### src/design/mcfe_pkg.sv
// shared types and constants of the command frame encoder
package mcfe_pkg;

    // value and field widths
    localparam int DATA_W       = 32;
    localparam int LIMIT_W      = 31;
    localparam int FRAME_ID_W   = 11;
    localparam int POS_CODE_W   = 16;
    localparam int FIELD_CODE_W = 12;
    localparam int BYTE_W       = 8;

    // stream and register port widths
    localparam int S_TDATA_W = 160;
    localparam int M_TDATA_W = 80;
    localparam int PADDR_W   = 5;
    localparam int PDATA_W   = 32;

    // register values after reset
    localparam logic [LIMIT_W-1:0]    POS_LIMIT_RST    = 31'd819200;
    localparam logic [LIMIT_W-1:0]    VEL_LIMIT_RST    = 31'd1966080;
    localparam logic [LIMIT_W-1:0]    TORQUE_LIMIT_RST = 31'd655360;
    localparam logic [DATA_W-1:0]     STIFF_MIN_RST    = 32'd0;
    localparam logic [DATA_W-1:0]     STIFF_MAX_RST    = 32'd32768000;
    localparam logic [DATA_W-1:0]     DAMP_MIN_RST     = 32'd0;
    localparam logic [DATA_W-1:0]     DAMP_MAX_RST     = 32'd327680;
    localparam logic [FRAME_ID_W-1:0] FRAME_ID_RST     = 11'd1;

    // register index, taken from paddr word bits
    typedef enum logic [2:0] {
        REG_POS_LIMIT    = 3'd0,
        REG_VEL_LIMIT    = 3'd1,
        REG_TORQUE_LIMIT = 3'd2,
        REG_STIFF_MIN    = 3'd3,
        REG_STIFF_MAX    = 3'd4,
        REG_DAMP_MIN     = 3'd5,
        REG_DAMP_MAX     = 3'd6,
        REG_FRAME_ID     = 3'd7
    } reg_idx_t;

    // configuration register set
    typedef struct packed {
        logic [LIMIT_W-1:0]       pos_limit;
        logic [LIMIT_W-1:0]       vel_limit;
        logic [LIMIT_W-1:0]       torque_limit;
        logic signed [DATA_W-1:0] stiff_min;
        logic signed [DATA_W-1:0] stiff_max;
        logic signed [DATA_W-1:0] damp_min;
        logic signed [DATA_W-1:0] damp_max;
        logic [FRAME_ID_W-1:0]    frame_id;
    } cfg_t;

    // input word, first field in the highest bits
    typedef struct packed {
        logic [DATA_W-1:0] torque_ff;
        logic [DATA_W-1:0] damp_gain;
        logic [DATA_W-1:0] stiff_gain;
        logic [DATA_W-1:0] vel_target;
        logic [DATA_W-1:0] pos_target;
    } cmd_t;

    // output word, first field in the highest bits
    typedef struct packed {
        logic [4:0]            pad;
        logic [BYTE_W-1:0]     byte7;
        logic [BYTE_W-1:0]     byte6;
        logic [BYTE_W-1:0]     byte5;
        logic [BYTE_W-1:0]     byte4;
        logic [BYTE_W-1:0]     byte3;
        logic [BYTE_W-1:0]     byte2;
        logic [BYTE_W-1:0]     byte1;
        logic [BYTE_W-1:0]     byte0;
        logic [FRAME_ID_W-1:0] out_id;
    } frame_t;

endpackage

### src/design/mcfe_div_step.sv
// one registered restoring division step, one quotient bit per stage
module mcfe_div_step
    import mcfe_pkg::*;
#(
    parameter int STEPS = 16
)
(
    input  logic              clk,
    input  logic              en,
    input  logic [DATA_W-1:0] span,
    input  logic [DATA_W-1:0] rem_in,
    input  logic [STEPS-1:0]  num_in,
    input  logic [STEPS-1:0]  quo_in,
    output logic [DATA_W-1:0] rem_out,
    output logic [STEPS-1:0]  num_out,
    output logic [STEPS-1:0]  quo_out
);

    logic [DATA_W:0]   trial;
    logic [DATA_W:0]   diff;
    logic              ge;
    logic [DATA_W-1:0] rem_next;
    logic [STEPS-1:0]  num_next;
    logic [STEPS-1:0]  quo_next;
    logic [DATA_W-1:0] rem_reg;
    logic [STEPS-1:0]  num_reg;
    logic [STEPS-1:0]  quo_reg;

    // shift in the next numerator bit, subtract the divisor if it fits
    always_comb
    begin
        trial    = {rem_in, num_in[STEPS-1]};
        diff     = trial - {1'b0, span};
        ge       = trial >= {1'b0, span};
        rem_next = ge ? diff[DATA_W-1:0] : trial[DATA_W-1:0];
        num_next = num_in << 1;
        quo_next = STEPS'({quo_in, ge});
    end

    // stage register
    always_ff @(posedge clk)
    begin
        if (en)
        begin
            rem_reg <= rem_next;
            num_reg <= num_next;
            quo_reg <= quo_next;
        end
    end

    assign rem_out = rem_reg;
    assign num_out = num_reg;
    assign quo_out = quo_reg;

endmodule

### src/design/mcfe_quant.sv
// one quantizer lane: clamp, offset, scale by 2^bits-1, then divide by the span
module mcfe_quant
    import mcfe_pkg::*;
#(
    parameter int BITS  = 12,
    parameter int STEPS = 16
)
(
    input  logic                     clk,
    input  logic                     en,
    input  logic signed [DATA_W-1:0] x,
    input  logic signed [DATA_W-1:0] lo,
    input  logic signed [DATA_W-1:0] hi,
    output logic [BITS-1:0]          code
);

    localparam int NUM_W = DATA_W + STEPS;

    logic [DATA_W-1:0]        span_next;
    logic [DATA_W-1:0]        span_reg;
    logic                     empty_next;
    logic                     empty_reg;
    logic signed [DATA_W-1:0] x_reg;
    logic                     lt_next;
    logic                     gt_next;
    logic                     lt_reg;
    logic                     gt_reg;
    logic signed [DATA_W-1:0] clamped;
    logic [DATA_W-1:0]        off_next;
    logic [DATA_W-1:0]        off_reg;
    logic [NUM_W-1:0]         num_next;
    logic [NUM_W-1:0]         num_reg;

    logic [DATA_W-1:0] rem_w [0:STEPS];
    logic [STEPS-1:0]  bits_w [0:STEPS];
    logic [STEPS-1:0]  quo_w [0:STEPS];

    // span/empty follow registers; user holds them still while busy; unenforced
    assign span_next  = unsigned'(hi - lo);
    assign empty_next = hi <= lo;

    always_ff @(posedge clk)
    begin
        span_reg  <= span_next;
        empty_reg <= empty_next;
    end

    // stage 1: range compares
    assign lt_next = x < lo;
    assign gt_next = x > hi;

    always_ff @(posedge clk)
    begin
        if (en)
        begin
            x_reg  <= x;
            lt_reg <= lt_next;
            gt_reg <= gt_next;
        end
    end

    // stage 2: clamp and offset from the low bound
    always_comb
    begin
        priority if (lt_reg)
            clamped = lo;
        else if (gt_reg)
            clamped = hi;
        else
            clamped = x_reg;
        off_next = unsigned'(clamped - lo);
    end

    always_ff @(posedge clk)
    begin
        if (en)
        begin
            off_reg <= off_next;
        end
    end

    // stage 3: times 2^bits-1 as a shift and a subtract
    assign num_next = (NUM_W'(off_reg) << BITS) - NUM_W'(off_reg);

    always_ff @(posedge clk)
    begin
        if (en)
        begin
            num_reg <= num_next;
        end
    end

    // division stages; high part of the product is already below the span
    assign rem_w[0]  = num_reg[NUM_W-1:STEPS];
    assign bits_w[0] = num_reg[STEPS-1:0];
    assign quo_w[0]  = '0;

    for (genvar k = 0; k < STEPS; k++)
    begin : g_step
        mcfe_div_step #(
            .STEPS (STEPS)
        ) u_step (
            .clk     (clk),
            .en      (en),
            .span    (span_reg),
            .rem_in  (rem_w[k]),
            .num_in  (bits_w[k]),
            .quo_in  (quo_w[k]),
            .rem_out (rem_w[k+1]),
            .num_out (bits_w[k+1]),
            .quo_out (quo_w[k+1])
        );
    end

    // empty range gives code zero
    assign code = empty_reg ? '0 : quo_w[STEPS][BITS-1:0];

endmodule

### config.mk
export PLATFORM = sky130hd
export DESIGN_NAME = mcfe_quant
export DESIGN_NICKNAME = d
export VERILOG_FILES = /design/src/design/mcfe_pkg.sv /design/src/design/mcfe_div_step.sv /design/src/design/mcfe_quant.sv
export SDC_FILE = /design/constraint.sdc
export NUM_CORES = 2
export LEC_CHECK = 0
export BUFFER_PORTS_ARGS = -buffer_cell sky130_fd_sc_hd__buf_2
export CAP_MARGIN = 20
export CORE_UTILIZATION = 24
export DETAILED_ROUTE_END_ITERATION = 16
export SETUP_SLACK_MARGIN = 0.02
export SYNTH_ARGS = -nofsm -noshare
export SYNTH_HDL_FRONTEND = slang
export SYNTH_SLANG_ARGS = --single-unit
### constraint.sdc
create_clock -name clk -period 4.8 [get_ports clk]
set_input_delay 0.48 -clock clk [delete_from_list [all_inputs] [get_ports clk]]
set_output_delay 0.48 -clock clk [all_outputs]
set_load 0.005 [all_outputs]
==> load_flow_metrics.sql <==
INSERT INTO impl_metrics (metric_group, metric, value, unit) VALUES
('global_route', 'grt.total_usage', '13.0', '%'),
('clock_tree', 'clock_sink_count', '822', ''),
('synthesis', 'synth.distinct_cells', '105', ''),
('finish', 'largest_register_ff_count', '480', ''),
('synthesis', 'postSynthNetCount', '6887', ''),
('synthesis', 'ys_async_sr_fraction', '0', '%'),
('floorplanning', 'floorplan.rows', '185', ''),
('sta', 'finalSetupTns', '0', 'ps'),
('finish', 'final_nets', '7096', ''),
('pwr', 'power.density_cell_area', '822', 'mW/mm2'),
('job', 'drv.max_cap_violation_count', '0', ''),
('synthesis', 'synth_area_in_compound_gates', '19.6', '%'),
('detailed_routing', 'ant_nets', '0', ''),
('clock_tree', 'post_cts.repair.setup_buffers', '0', ''),
('finish', 'final_core_utilization', '27.8', '%'),
('clock_tree', 'tritoncts_clock_tree', 'yes', ''),
('placement', 'dp_hpwl', '132', 'mm'),
('finish', 'area_growth', '14.7', '%'),
('global_route', 'grt_pass1_wl', '267', 'mm'),
('clock_tree', 'tritoncts.num_buffers', '97', ''),
('synthesis', 'synth_simple_gate_area_share', '11.9', '%'),
('detailed_routing', 'remaining_drc_errors', '0', ''),
('clock_tree', 'clock_path_buffers', '3', ''),
('synthesis', 'syn_avg_cell_area', '10.1', 'um2'),
('synthesis', 'synthesized_instance_count', '6112', ''),
('global_route', 'globalRouteOverflowTotal', '0', ''),
('clock_tree', 'clkLatencyLatePin', '740', 'ps'),
('sta', 'worst_case_clock_skew', '40.8', 'ps'),
('sta', 'slew_headroom', '37.2', '%'),
('clock_tree', 'ctsResizeCount', '0', ''),
('floorplanning', 'die_area', '0.259', 'mm2'),
('finish', 'stdcell_area', '0.0707', 'mm2'),
('sta', 'finalHoldViolations', '0', ''),
('placement', 'globalplace.congestion', '0.888', ''),
('synthesis', 'synthesis.yosys.warnings', '0', ''),
('synthesis', 'netlist.top_cell.by_area', 'sky130_fd_sc_hd__edfxtp_1', ''),
('synthesis', 'ys_top_cells_by_count', '789 x sky130_fd_sc_hd__edfxtp_1, 660 x sky130_fd_sc_hd__ha_1, 553 x sky130_fd_sc_hd__nand2_1', ''),
('detailed_routing', 'detail_route.first_pass.iterations', '6', ''),
('sta', 'final_max_slew_viol_count', '0', ''),
('setup_path', 'setup.worst_path.class', 'reg2reg', ''),
('placement', 'io_buffer_count', '109', ''),
('placement', 'cell_area_after_placement', '0.0670', 'mm2'),
('worst_hold_path', 'min-delay-path-class', 'in2reg', ''),
('outcome', 'result_of_the_run', 'complete, no violations', ''),
('setup_path', 'critPathArrivalTime', '4970', 'ps'),
('detailed_routing', 'initial_drc_count', '3868', ''),
('sta', 'fin_crit_sh', '93.6', '%'),
('synthesis', 'synth.area.mux_share', '5.48', '%'),
('pwr', 'ir_drop', '0.000386', 'V'),
('sta', 'worst_slew_pin_slew', '942', 'ps'),
('sta', 'timing.final.crit_period', '4490', 'ps'),
('floorplanning', 'die_height', '509', 'um'),
('synthesis', 'yosys.area_share.adder', '13.9', '%'),
('finish', 'layout-drive-gt1-share', '10.7', '%'),
('setup_path', 'worstPathRequired', '5280', 'ps'),
('pwr', 'fin_total_pwr', '58.1', 'mW'),
('floorplanning', 'core-area', '0.255', 'mm2'),
('detailed_routing', 'via_count', '48100', ''),
('setup_path', 'type_of_origin_of_the_critical_path', 'flip-flop', ''),
('synthesis', 'synth.top_cell.area_share', '38.4', '%'),
('sta', 'timing.final.setup_violations', '0', ''),
('finish', 'instances_no_fill', '9771', ''),
('global_route', 'antenna_found_initial', '10', ''),
('placement', 'place_inst', '9555', ''),
('floorplanning', 'die_x', '509', 'um'),
('clock_tree', 'clkTransAtPathRegs', '60', 'ps'),
('synthesis', 'synth_seq_area_share', '39.5', '%'),
('sta', 'timing.fmax', '223', 'MHz'),
('detailed_routing', 'detail_route.vias_per_cell', '4.93', ''),
('floorplanning', 'ioPinCount', '110', ''),
('pwr', 'leakage', '28.7', 'nW');
==> layer usage <==
metal	up-vias	GRT usage, %	share of wire [%]
met2	1260	21.9	47
met4	0	4.27	3.2
li1	23500	-	-
met1	23100	16.9	45
met5	-	0	0
met3	306	1.99	5.3
==> worst max-delay path, stage by stage, from the launching register on <==
cell                       delay [ps]
sky130_fd_sc_hd__dfxtp_1          300
sky130_fd_sc_hd__inv_1            660
sky130_fd_sc_hd__ha_1             430
sky130_fd_sc_hd__o21a_1           160
sky130_fd_sc_hd__o31ai_1           80
sky130_fd_sc_hd__a21oi_1          530
sky130_fd_sc_hd__a211oi_1         280
sky130_fd_sc_hd__o31ai_1          470
sky130_fd_sc_hd__nand2_1          170
sky130_fd_sc_hd__o211a_1          270
sky130_fd_sc_hd__a21oi_1          240
sky130_fd_sc_hd__o32ai_4          140
sky130_fd_sc_hd__buf_12           190
sky130_fd_sc_hd__mux2_2           290
==> worst paths after layout <==
path,cells past startpoint,to,startpoint,slack (ps)
worst max-delay path,13,g_step[12].u_step.rem_out[8]$_DFFE_PP_,span_reg[3]$_DFF_P_,310
worst min-delay path,3,span_reg[14]$_DFF_P_,hi[14],200
worst max register to register,13,g_step[12].u_step.rem_out[8]$_DFFE_PP_,span_reg[3]$_DFF_P_,310
worst min register to register,0,g_step[10].u_step.num_out[15]$_DFFE_PP_,g_step[9].u_step.num_out[14]$_DFFE_PP_,410
==> per-stage QoR <==
step / worst slack (ps) / hold WS [ps]
final: 306 / 204
after detailed placement: 275 / 405
after floorplan: 497 / 400
after global routing: 64.3 / 190
after global placement: 358 / 401
after CTS: 261 / 148
==> cells by family (layout without fill, tap and decap cells) <==
family / count (synthesis) / count (layout)
buffers and inverters: 423 / 714
and+or+nand+nor: 1543 / 1543
xor gates and xnor gates: 479 / 479
DFF: 822 / 822
muxes: 288 / 288
AOI/OAI and AO/OA: 1880 / 1880
adders and majority gates: 677 / 677
other: 0 / 2
==> what timing repair did <==
action,in CTS,in global routing
hold buffers,32,0
endpoints found under the setup margin,0,0
hold endpoints to repair,32,0
==> power breakdown <==
part | total, mW | switching, mW | internal [mW]
combinational | 35.7 | 19.7 | 16.0
clock | 7.87 | 3.25 | 4.62
sequential | 14.6 | 1.83 | 12.7
==> area by class of cell <==
cell class	instances	area (um2)	share of cell area, %
Clock buffer	125	2640	3.72
Antenna cell	2	5.00	0.00707
Multi-Input combinational cell	4867	35700	50.4
Sequential cell	822	24400	34.4
Timing Repair Buffer	257	2070	2.93
Inverter	276	1040	1.46
Tap cell	3366	4210	5.95
Clock inverter	56	753	1.06
==> cell usage in the layout (no fill, tap or decap), types with 86 or more instances in the layout <==
| cell type | count |
|---|---|
| sky130_fd_sc_hd__o21ai_0 | 508 |
| sky130_fd_sc_hd__nand2_1 | 553 |
| sky130_fd_sc_hd__a21oi_1 | 474 |
| sky130_fd_sc_hd__nor2_1 | 324 |
| sky130_fd_sc_hd__xor2_1 | 186 |
| sky130_fd_sc_hd__nor2b_1 | 98 |
| sky130_fd_sc_hd__ha_1 | 660 |
| sky130_fd_sc_hd__clkbuf_16 | 99 |
| sky130_fd_sc_hd__a21o_1 | 317 |
| sky130_fd_sc_hd__nor3_1 | 86 |
| sky130_fd_sc_hd__inv_1 | 271 |
| sky130_fd_sc_hd__buf_2 | 108 |
| sky130_fd_sc_hd__nand4_1 | 97 |
| sky130_fd_sc_hd__buf_4 | 90 |
| sky130_fd_sc_hd__edfxtp_1 | 789 |
| sky130_fd_sc_hd__xnor2_1 | 293 |
| sky130_fd_sc_hd__mux2_2 | 171 |
| sky130_fd_sc_hd__nand3_1 | 115 |
No activity file was read; power rests on OpenSTA's default activity.
