### src/design/mcfe_pkg.sv
// shared types and constants of the command frame encoder
package mcfe_pkg;

    // value and field widths
    localparam int DATA_W       = 32;
    localparam int LIMIT_W      = 31;
    localparam int FRAME_ID_W   = 11;
    localparam int POS_CODE_W   = 16;
    localparam int FIELD_CODE_W = 12;
    localparam int BYTE_W       = 8;

    // stream and register port widths
    localparam int S_TDATA_W = 160;
    localparam int M_TDATA_W = 80;
    localparam int PADDR_W   = 5;
    localparam int PDATA_W   = 32;

    // register values after reset
    localparam logic [LIMIT_W-1:0]    POS_LIMIT_RST    = 31'd819200;
    localparam logic [LIMIT_W-1:0]    VEL_LIMIT_RST    = 31'd1966080;
    localparam logic [LIMIT_W-1:0]    TORQUE_LIMIT_RST = 31'd655360;
    localparam logic [DATA_W-1:0]     STIFF_MIN_RST    = 32'd0;
    localparam logic [DATA_W-1:0]     STIFF_MAX_RST    = 32'd32768000;
    localparam logic [DATA_W-1:0]     DAMP_MIN_RST     = 32'd0;
    localparam logic [DATA_W-1:0]     DAMP_MAX_RST     = 32'd327680;
    localparam logic [FRAME_ID_W-1:0] FRAME_ID_RST     = 11'd1;

    // register index, taken from paddr word bits
    typedef enum logic [2:0] {
        REG_POS_LIMIT    = 3'd0,
        REG_VEL_LIMIT    = 3'd1,
        REG_TORQUE_LIMIT = 3'd2,
        REG_STIFF_MIN    = 3'd3,
        REG_STIFF_MAX    = 3'd4,
        REG_DAMP_MIN     = 3'd5,
        REG_DAMP_MAX     = 3'd6,
        REG_FRAME_ID     = 3'd7
    } reg_idx_t;

    // configuration register set
    typedef struct packed {
        logic [LIMIT_W-1:0]       pos_limit;
        logic [LIMIT_W-1:0]       vel_limit;
        logic [LIMIT_W-1:0]       torque_limit;
        logic signed [DATA_W-1:0] stiff_min;
        logic signed [DATA_W-1:0] stiff_max;
        logic signed [DATA_W-1:0] damp_min;
        logic signed [DATA_W-1:0] damp_max;
        logic [FRAME_ID_W-1:0]    frame_id;
    } cfg_t;

    // input word, first field in the highest bits
    typedef struct packed {
        logic [DATA_W-1:0] torque_ff;
        logic [DATA_W-1:0] damp_gain;
        logic [DATA_W-1:0] stiff_gain;
        logic [DATA_W-1:0] vel_target;
        logic [DATA_W-1:0] pos_target;
    } cmd_t;

    // output word, first field in the highest bits
    typedef struct packed {
        logic [4:0]            pad;
        logic [BYTE_W-1:0]     byte7;
        logic [BYTE_W-1:0]     byte6;
        logic [BYTE_W-1:0]     byte5;
        logic [BYTE_W-1:0]     byte4;
        logic [BYTE_W-1:0]     byte3;
        logic [BYTE_W-1:0]     byte2;
        logic [BYTE_W-1:0]     byte1;
        logic [BYTE_W-1:0]     byte0;
        logic [FRAME_ID_W-1:0] out_id;
    } frame_t;

endpackage

### src/design/mcfe_regs.sv
// configuration registers behind the register bus port
module mcfe_regs
    import mcfe_pkg::*;
(
    input  logic               clk,
    input  logic               rst_n,
    input  logic               psel,
    input  logic               penable,
    input  logic               pwrite,
    input  logic [PADDR_W-1:0] paddr,
    input  logic [PDATA_W-1:0] pwdata,
    output logic [PDATA_W-1:0] prdata,
    output cfg_t               cfg
);

    cfg_t     cfg_reg;
    cfg_t     cfg_next;
    reg_idx_t idx;
    logic     wr_en;

    assign idx   = reg_idx_t'(paddr[PADDR_W-1:2]);
    assign wr_en = psel && penable && pwrite;
    assign cfg   = cfg_reg;

    // register write decode, upper bits of wide data dropped
    always_comb
    begin
        cfg_next = cfg_reg;
        if (wr_en)
        begin
            unique case (idx)
                REG_POS_LIMIT:    cfg_next.pos_limit    = pwdata[LIMIT_W-1:0];
                REG_VEL_LIMIT:    cfg_next.vel_limit    = pwdata[LIMIT_W-1:0];
                REG_TORQUE_LIMIT: cfg_next.torque_limit = pwdata[LIMIT_W-1:0];
                REG_STIFF_MIN:    cfg_next.stiff_min    = pwdata[DATA_W-1:0];
                REG_STIFF_MAX:    cfg_next.stiff_max    = pwdata[DATA_W-1:0];
                REG_DAMP_MIN:     cfg_next.damp_min     = pwdata[DATA_W-1:0];
                REG_DAMP_MAX:     cfg_next.damp_max     = pwdata[DATA_W-1:0];
                REG_FRAME_ID:     cfg_next.frame_id     = pwdata[FRAME_ID_W-1:0];
            endcase
        end
    end

    // read mux
    always_comb
    begin
        unique case (idx)
            REG_POS_LIMIT:    prdata = PDATA_W'(cfg_reg.pos_limit);
            REG_VEL_LIMIT:    prdata = PDATA_W'(cfg_reg.vel_limit);
            REG_TORQUE_LIMIT: prdata = PDATA_W'(cfg_reg.torque_limit);
            REG_STIFF_MIN:    prdata = PDATA_W'(unsigned'(cfg_reg.stiff_min));
            REG_STIFF_MAX:    prdata = PDATA_W'(unsigned'(cfg_reg.stiff_max));
            REG_DAMP_MIN:     prdata = PDATA_W'(unsigned'(cfg_reg.damp_min));
            REG_DAMP_MAX:     prdata = PDATA_W'(unsigned'(cfg_reg.damp_max));
            REG_FRAME_ID:     prdata = PDATA_W'(cfg_reg.frame_id);
        endcase
    end

    // register storage
    always_ff @(posedge clk or negedge rst_n)
    begin
        if (!rst_n)
        begin
            cfg_reg.pos_limit    <= POS_LIMIT_RST;
            cfg_reg.vel_limit    <= VEL_LIMIT_RST;
            cfg_reg.torque_limit <= TORQUE_LIMIT_RST;
            cfg_reg.stiff_min    <= STIFF_MIN_RST;
            cfg_reg.stiff_max    <= STIFF_MAX_RST;
            cfg_reg.damp_min     <= DAMP_MIN_RST;
            cfg_reg.damp_max     <= DAMP_MAX_RST;
            cfg_reg.frame_id     <= FRAME_ID_RST;
        end
        else
        begin
            cfg_reg <= cfg_next;
        end
    end

endmodule

### config.mk
export PLATFORM = sky130hd
export DESIGN_NAME = mcfe_regs
export DESIGN_NICKNAME = d
export VERILOG_FILES = /design/src/design/mcfe_pkg.sv /design/src/design/mcfe_regs.sv
export SDC_FILE = /design/constraint.sdc
export NUM_CORES = 1
export LEC_CHECK = 0
export BUFFER_PORTS_ARGS = -buffer_cell sky130_fd_sc_hd__buf_4
export CAP_MARGIN = 20
export CORE_MARGIN = 2
export CORE_UTILIZATION = 56
export CTS_CLUSTER_DIAMETER = 30
export DETAILED_ROUTE_END_ITERATION = 16
export PLACE_DENSITY = 0.85
export SYNTH_ARGS = -nofsm -noshare
export SYNTH_HDL_FRONTEND = slang
export SYNTH_SLANG_ARGS = --single-unit
export TNS_END_PERCENT = 20
### constraint.sdc
create_clock -name clk -period 3.8 [get_ports clk]
set_input_delay 0.76 -clock clk [delete_from_list [all_inputs] [get_ports clk]]
set_output_delay 0.76 -clock clk [all_outputs]
set_load 0.01 [all_outputs]
==> metrics.csv, run 1 <==
metric;value;unit
status;finished, final reports clean;
average wire per standard cell;24.8;um
worst r2r src;cfg[118]$_DFFE_PN0P_;
diode count;0;
post-synth cell types;42;
slew at the pin closest to its max-slew limit;0.887;ns
sequential cell area fraction in the yosys report;0.546;
Overflow after GRT;0;
first-pass GRT wire length;49100;um
Setup Buffers After CTS;0;
synth warn;0;
maxcap violations;0;
worst hold path class;input pin to asynchronous set/reset pin;
Final Hold Vio Count;0;
Die Width;142;um
worst skew pair latency;0.53;ns
GRT Total Usage;0.321;
most common cell after layout, fill and taps aside;buf_4;
RSZ-0062 raised after global routing;false;
Synth top area share;0.502;
final wirelength;32500;um
Lkg Pwr;7.20;nW
Post-Synthesis Net Count;755;
DR iter-0 viols;368;
PwrDens;651;nW/um2
Port Buffers;303;
# resized after CTS;0;
Slew HR;0.409;
Mapped Cells;713;
Final Wtd Congestion;0.801;
I/O pins;306;
placed cell count;1231;
Area Overhead vs Synth;38.9;%
Post-synth ARST share;1.00;
worst flop-to-flop path endpoint;cfg[118]$_DFFE_PN0P_;
via count;7838;
vias in the first global route;8357;
TritonCTS Buffers;44;
design area;14800;um2
Core Rows;50;
Slew Viols, Final;0;
worst reg-to-reg path cell count;1;
share of cells above drive strength 1;0.647;
CP Class;input pin to output port;
Die Height;142;um
CTS tree;done;
Worst Setup Start Kind;input pin;
Core Footprint;18700;um2
Largest register FFs;232;
dpl cell area;13300;um2
vias per inst;5.98;
initial antenna violation count;0;
Synth area leaders;dfrtp_1 (50%), mux2_2 (23%), dfstp_2 (4.4%);
DP Wirelength;21100;um
Max FO, Critical Path;34;
Initial Util;0.571;
fin crit period;3.17;ns
syn_area_per_cell;15.0;um2
fin cells;1311;
Reg clk slew, reported paths;0.05;ns
clock skew;0;ns
worst hold slack;0.316;ns
largest net degree at the start of global routing;118;
1st-pass router iterations;5;
Post-synth EDFFs;0;
TNS Setup;0;ns
setup slack after layout;0.629;ns
DRC violations left;0;
cell taking the most area after synthesis;dfrtp_1;
Clock Tree Root;clkbuf_16;
Die ar.;20200;um2
Seq cells post-synth;232;
Main synth FF type;dfrtp_1;
H-tree levels;2;
Final ANT Viol Nets;0;
Critical Path RT;3.04;ns
fin crit share;0.835;
Critical Path End Type;output port;
Num Clock Sinks;232;
critical path arrival;2.41;ns
commonest cells after routing, fill and taps aside;buf_4 (327), mux2_2 (214), dfrtp_1 (214), clkbuf_16 (45), mux2i_1 (34);
Nets;1085;
Setup violations, final;0;
dpl ws;0.652;ns
cts hold-fix bufs;0;
max frequency;315;MHz
Worst IR Drop VDD;0.617;mV
post-synth design cell area;10700;um2
R2R Setup Slk;2.98;ns
clk buf depth;3;
## cell families after synthesis
family                 after synthesis  share of synthesized area
and+or+nand+nor                     48                     0.0244
buffers and inverters               55                     0.0287
DFF                                232                      0.546
muxes                              305                      0.347
AOI/OAI and AO/OA                   73                     0.0535
## cells in the mapped netlist (3+ instances only)
library cell,instances
mux2i_1,34
a32o_1,4
clkbuf_1,8
mux2_4,30
o21ai_0,8
nor2b_1,6
o22a_1,8
dfstp_2,18
buf_6,4
o2bb2ai_1,9
mux2_2,214
a211oi_1,8
o221a_2,3
o32ai_1,3
o22ai_1,9
buf_4,10
a22oi_1,8
nand2_1,14
o32a_1,3
nor2_2,3
nor2_1,9
buf_2,26
inv_1,4
dfrtp_1,214
mux2_1,9
a21oi_1,3
nor3b_1,8
mux4_2,18
## power by group
| part | internal [mW] | total (mW) | switching [mW] |
|---|---|---|---|
| Clock | 2.71 | 4.00 | 1.29 |
| Combinational | 1.28 | 2.24 | 0.962 |
| Sequential | 2.99 | 3.41 | 0.422 |
## worst max-delay path, cell delays in order
cell      delay, ns
buf_4          0.42
buf_12         0.30
mux2_2         0.36
a221oi_1       0.28
nor2_1         0.09
buf_4          0.15
## metrics by stage
stage,power [mW],utilization
2_1_floorplan,4.39,-
3_3_place_gp,5.58,0.710
3_5_place_dp,5.66,0.710
4_1_cts,9.69,0.793
5_1_grt,10.0,0.793
6_report,9.65,0.793
## layout make-up
cell class              instances  area [um2]
clock buffers                  59        1250
clock inverters                21         288
fillers                      1083        3880
inverters                       6        22.5
multi-input cells             426        4580
flip-flops and latches        232        5830
well taps                     234         293
repair buffers                333        2570
## routing by layer
layer,wire (um),part of all wire,up-vias,GRT usage
met5,0,0,-,0
met4,1050,0.032,0,0.118
met3,2620,0.080,80,0.0885
met2,16100,0.49,383,0.535
met1,12800,0.39,4037,0.405
li1,-,-,3338,-
## how the worst max path moves through the flow
stage                   from         end  slack, ns  depth (start not counted)
floorplan           paddr[3]  prdata[17]       1.22                          5
global placement    paddr[3]  prdata[23]       0.66                          6
detailed placement  paddr[3]  prdata[21]       0.65                          6
CTS                 paddr[3]  prdata[21]       0.64                          6
global route        paddr[3]  prdata[21]       0.48                          6
finish              paddr[3]  prdata[21]       0.63                          6
Power figures use the tool's default switching activity.
==> run 2: changes to the inputs <==
CORE_UTILIZATION = 52   (was 56)
PLACE_DENSITY = 0.8   (was 0.85)
clock period = 3.3 ns   (was 3.8 ns; I/O delays follow)
==> run 2 against run 1 <==
  * Sequential power rose by 15%
  * Total power rose by 13%
  * First-iteration DRC count fell by 7.9%
  * Largest power group unchanged
==> metrics.csv, run 2 (same netlist as run 1, synthesis figures left out) <==
metric;value;unit;change
Reg clk slew, reported paths;0.04;ns;about the same
Largest register FFs;232;;unchanged
# resized after CTS;0;;unchanged
1st-pass router iterations;5;;unchanged
PwrDens;732;nW/um2;+12%
CP max stage delay;0.45;ns;+0.03 ns
commonest cells after routing, fill and taps aside;buf_4 (335), mux2_2 (214), dfrtp_1 (214), clkbuf_16 (45), mux2i_1 (34);;
TNS Setup;0;ns;unchanged
most common cell after layout, fill and taps aside;buf_4;;
CTS tree;done;;
diode count;0;;unchanged
fillers;1359;;+25%
Area Overhead vs Synth;39.2;%;
dpl ws;0.286;ns;-0.366 ns
average wire per standard cell;24.1;um;-2.8%
via count;7803;;-0.45%
cts hold-fix bufs;0;;unchanged
DP Wirelength;21900;um;+4.0%
Core Rows;52;;+4.0%
DRC violations left;0;;unchanged
TritonCTS Buffers;44;;unchanged
Core Footprint;20200;um2;+7.8%
vias per inst;5.76;;-3.6%
max frequency;335;MHz;
grt met2 use;0.489;;-0.0459
crit-path cells;buf_4 > clkinv_1 > o221a_2 > o32a_1 > buf_4;;
Buf/Inv on CP;3;;unchanged
fin crit period;2.98;ns;
worst skew pair latency;0.51;ns;-0.02 ns
placed cell count;1275;;+3.6%
initial antenna violation count;0;;unchanged
maxcap violations;0;;unchanged
worst hold path class;input pin to asynchronous set/reset pin;;
Slew HR;0.460;;+0.0515
Die ar.;21700;um2;+7.5%
Total Power;10.9;mW;+13%
fin crit share;0.904;;
Lkg Pwr;7.21;nW;+0.14%
Setup violations, final;0;;unchanged
Setup Buffers After CTS;0;;unchanged
final wirelength;32600;um;+0.34%
Die Width;147;um;+3.7%
vias in the first global route;8274;;-0.99%
largest net degree at the start of global routing;85;;-28%
fin cells;1354;;+3.3%
Final ANT Viol Nets;0;;unchanged
first-pass GRT wire length;49500;um;+0.80%
Port Buffers;303;;unchanged
Critical Path End Type;output port;;
H-tree levels;2;;unchanged
slew at the pin closest to its max-slew limit;0.810;ns;-0.0773 ns
Nets;1093;;+0.74%
Overflow after GRT;0;;unchanged
critical path arrival;2.32;ns;-0.09 ns
clk buf depth;3;;unchanged
Top Usage Layer GRT;met2;;
Final Wtd Congestion;0.817;;+1.9%
GRT Total Usage;0.300;;-0.0217
Worst IR Drop VDD;0.509;mV;-17%
RSZ-0062 raised after global routing;false;;
CP Class;input pin to output port;;
Final Hold Vio Count;0;;unchanged
worst hold slack;0.138;ns;-0.178 ns
clock skew;0;ns;unchanged
status;finished, final reports clean;;
share of cells above drive strength 1;0.646;;-0.00141
setup slack after layout;0.317;ns;-0.311 ns
Initial Util;0.529;;-0.0414
Worst Setup Start Kind;input pin;;
I/O pins;306;;unchanged
met3 Track Usage GR;0.0891;;+0.000638
Num Clock Sinks;232;;unchanged
slowest stage cell on the critical path;clkinv_1;;
Most Frequent Cell on Critical Path;buf_4;;
Die Height;147;um;+3.7%
Max FO, Critical Path;24;;-29%
Top delay family on crit path;buffers and inverters;;
Slew Viols, Final;0;;unchanged
DR iter-0 viols;339;;-7.9%
Clock Tree Root;clkbuf_16;;
Critical Path RT;2.64;ns;-0.40 ns
routing usage on met1;0.382;;-0.0234
## run 2: cell types whose count changed in the layout (fill, tap and decap cells not counted), sizes merged
cell	previous run	this run
buf	333	341
clkbuf	59	64
inv	8	4
bufinv	6	4
clkinv	9	11
clkinvlp	4	2
## run 2: per-stage QoR
stage | area [um2] | utilization
4_1_cts | 14900 | 0.736
5_1_grt | 14900 | 0.736
6_report | 14900 | 0.736
2_1_floorplan | 10700 | -
3_3_place_gp | 13400 | 0.664
3_5_place_dp | 13400 | 0.664
## run 2: final timing paths
kind | startpoint | endpoint | slack [ns] | depth (start not counted)
max | paddr[2] | prdata[13] | 0.32 | 5
min | rst_n | cfg[193]$_DFFE_PN0P_ | 0.14 | 1
max reg2reg | cfg[173]$_DFFE_PN0P_ | cfg[173]$_DFFE_PN0P_ | 2.47 | 1
min reg2reg | cfg[171]$_DFFE_PN0P_ | cfg[171]$_DFFE_PN0P_ | 0.51 | 1
max in group asynchronous | rst_n | cfg[209]$_DFFE_PN0P_ | 2.30 | 2
min in group clk | pwdata[31] | cfg[138]$_DFFE_PN0P_ | 0.41 | 2
## run 2: layout make-up
cell class,instances,area [um2],share of cell area
Tap cell,270,338,0.0227
Multi-Input combinational cell,426,4580,0.308
Clock inverter,15,188,0.0126
Timing Repair Buffer,341,2630,0.177
Inverter,6,22.5,0.00152
Sequential cell,232,5830,0.392
Clock buffer,64,1270,0.0853
## run 2: per-layer routing
| metal | routed length (um) | share of wire |
|---|---|---|
| met1 | 12800 | 0.39 |
| met3 | 3100 | 0.095 |
| met5 | 0 | 0 |
| met2 | 15800 | 0.48 |
| met4 | 904 | 0.028 |
## run 2: power by group
group / internal, mW / leakage (nW) / switching, mW
logic: 1.48 / 3.57 / 1.09
registers: 3.45 / 2.92 / 0.488
clock network: 2.95 / 0.711 / 1.41
==> run 3: changes to the inputs <==
CORE_ASPECT_RATIO = 2   (was unset)
CTS_CLUSTER_SIZE = 24   (was unset)
SETUP_SLACK_MARGIN = 0.5   (was unset)
==> run 3 against run 2 <==
  * Clock power down 17%
  * Final area fell by 1.8%
  * Non-clock buffer count shrank 1
  * Wire length shrank 0.20%
  * Critical path depth down 1
  * First-iteration DRC count fell by 2.4%
  * Register-to-register slack about the same
  * Combinational power about the same
  * Die area is 0.32% higher
  * Clock-buffer cell count decreased by 10
  * Total power decreased by 6.7%
  * Critical path type unchanged
  * Critical endpoint is now prdata[5]
==> metrics.csv, run 3 (same netlist as run 1, synthesis figures left out) <==
metric;value;unit;change
status;finished, final reports clean;;
worst hold slack;0.150;ns;+0.0122 ns
Worst IR Drop VDD;0.583;mV;+15%
clock skew;0;ns;unchanged
Lkg Pwr;7.07;nW;-1.9%
most common cell after layout, fill and taps aside;buf_4;;
fin crit period;2.78;ns;-0.201 ns
GRT Total Usage;0.297;;-0.00266
Clock Tree Root;clkbuf_16;;
clk buf depth;3;;unchanged
Die Width;105;um;-28%
Num Clock Sinks;232;;unchanged
Final ANT Viol Nets;0;;unchanged
vias per inst;5.80;;+0.66%
Critical Path RT;2.64;ns;about the same
worst reg-to-reg path cell count;1;;unchanged
CTS tree;done;;
commonest cells after routing, fill and taps aside;buf_4 (332), mux2_2 (214), dfrtp_1 (214), clkbuf_16 (37), mux2i_1 (34);;
Largest register FFs;232;;unchanged
Final Hold Vio Count;0;;unchanged
Overflow after GRT;0;;unchanged
worst flop-to-flop path endpoint;cfg[83]$_DFFE_PN0P_;;
worst hold path class;input pin to asynchronous set/reset pin;;
via count;7733;;-0.90%
Setup violations, final;0;;unchanged
Die Height;207;um;+40%
maxcap violations;0;;unchanged
Slew HR;0.470;;+0.0103
worst skew pair latency;0.50;ns;about the same
vias in the first global route;8331;;+0.69%
Total Power;10.1;mW;-6.7%
CP Class;input pin to output port;;
DR iter-0 viols;331;;-2.4%
Setup crit end;prdata[5];;
worst r2r src;cfg[83]$_DFFE_PN0P_;;
Reg clk slew, reported paths;0.05;ns;about the same
Final Wtd Congestion;0.828;;+1.4%
largest net degree at the start of global routing;100;;+18%
I/O pins;306;;unchanged
Initial Util;0.526;;-0.00281
Max FO, Critical Path;28;;+17%
1st-pass router iterations;4;;-1
Die ar.;21800;um2;+0.32%
max frequency;360;MHz;+7.2%
Core Rows;74;;+42%
TritonCTS Buffers;35;;-20%
Nets;1083;;-0.91%
Worst Setup Start Kind;input pin;;
diode count;0;;unchanged
Critical Path End Type;output port;;
Worst setup startpoint;paddr[4];;
PwrDens;695;nW/um2;-5.0%
Core Footprint;20300;um2;+0.53%
share of cells above drive strength 1;0.649;;+0.00279
average wire per standard cell;24.4;um;+1.4%
Slew Viols, Final;0;;unchanged
critical path arrival;2.12;ns;-0.20 ns
slew at the pin closest to its max-slew limit;0.794;ns;-0.0154 ns
final wirelength;32600;um;-0.20%
fin crit share;0.843;;-0.0610
TNS Setup;0;ns;unchanged
H-tree levels;2;;unchanged
Area Overhead vs Synth;36.7;%;
R2R Setup Slk;2.48;ns;about the same
Port Buffers;303;;unchanged
first-pass GRT wire length;49000;um;-0.96%
RSZ-0062 raised after global routing;true;;
DRC violations left;0;;unchanged
initial antenna violation count;0;;unchanged
DP Wirelength;22500;um;+2.7%
[run 3: cell count changes in the layout (fill, tap and decap cells not counted), sizes merged]
cell / previous run / this run
buf: 341 / 340
bufinv: 4 / 1
clkbuf: 64 / 54
clkinv: 11 / 9
clkinvlp: 2 / 1
[run 3: power by group]
part	internal [mW]	switching, mW	total (mW)
Sequential	3.44	0.476	3.92
Clock	2.35	1.29	3.64
Combinational	1.48	1.10	2.58
Total	7.27	2.86	10.1
[run 3: worst max-delay path: stages]
cell	delay [ns]
buf_4	0.23
or3_2	0.75
o22a_1	0.31
buf_4	0.15
[run 3: how the worst min path moves through the flow]
| stage | startpoint | end |
|---|---|---|
| CTS | rst_n | cfg[204]$_DFFE_PN0P_ |
| global route | rst_n | cfg[204]$_DFFE_PN0P_ |
| finish | rst_n | cfg[204]$_DFFE_PN0P_ |
| detailed placement | cfg[85]$_DFFE_PN0P_ | cfg[85]$_DFFE_PN0P_ |
| floorplan | rst_n | cfg[100]$_DFFE_PN0P_ |
| global placement | cfg[86]$_DFFE_PN0P_ | cfg[86]$_DFFE_PN0P_ |
[run 3: final cells by class]
| type | instances | area (um2) |
|---|---|---|
| clock buffers | 54 | 1090 |
| clock inverters | 9 | 85.1 |
| fillers | 1413 | 5690 |
| inverters | 6 | 26.3 |
| multi-input cells | 426 | 4580 |
| flip-flops and latches | 232 | 5830 |
| well taps | 266 | 333 |
| repair buffers | 340 | 2640 |
[run 3: through the flow]
step	util	area, um2	instances	setup slack, ns
2_1_floorplan	-	10700	713	0.925
3_3_place_gp	0.660	13400	1268	0.422
3_5_place_dp	0.660	13400	1268	0.424
4_1_cts	0.718	14600	1331	0.428
5_1_grt	0.719	14600	1333	0.468
6_report	0.719	14600	1333	0.519
[run 3: routing by layer]
layer	up-vias	routed length, um	global-route usage
met5	-	0	0
met4	0	1610	0.162
met3	92	2070	0.0597
met2	329	17600	0.542
met1	3980	11300	0.319
li1	3332	-	-
[run 3: timing repair]
item                                    4_1_cts  5_1_grt
endpoints found under the setup margin       16       17
setup buffers                                 0        2
pin swaps                                     0        0
hold buffers                                  0        0
gates resized for setup                       1        4
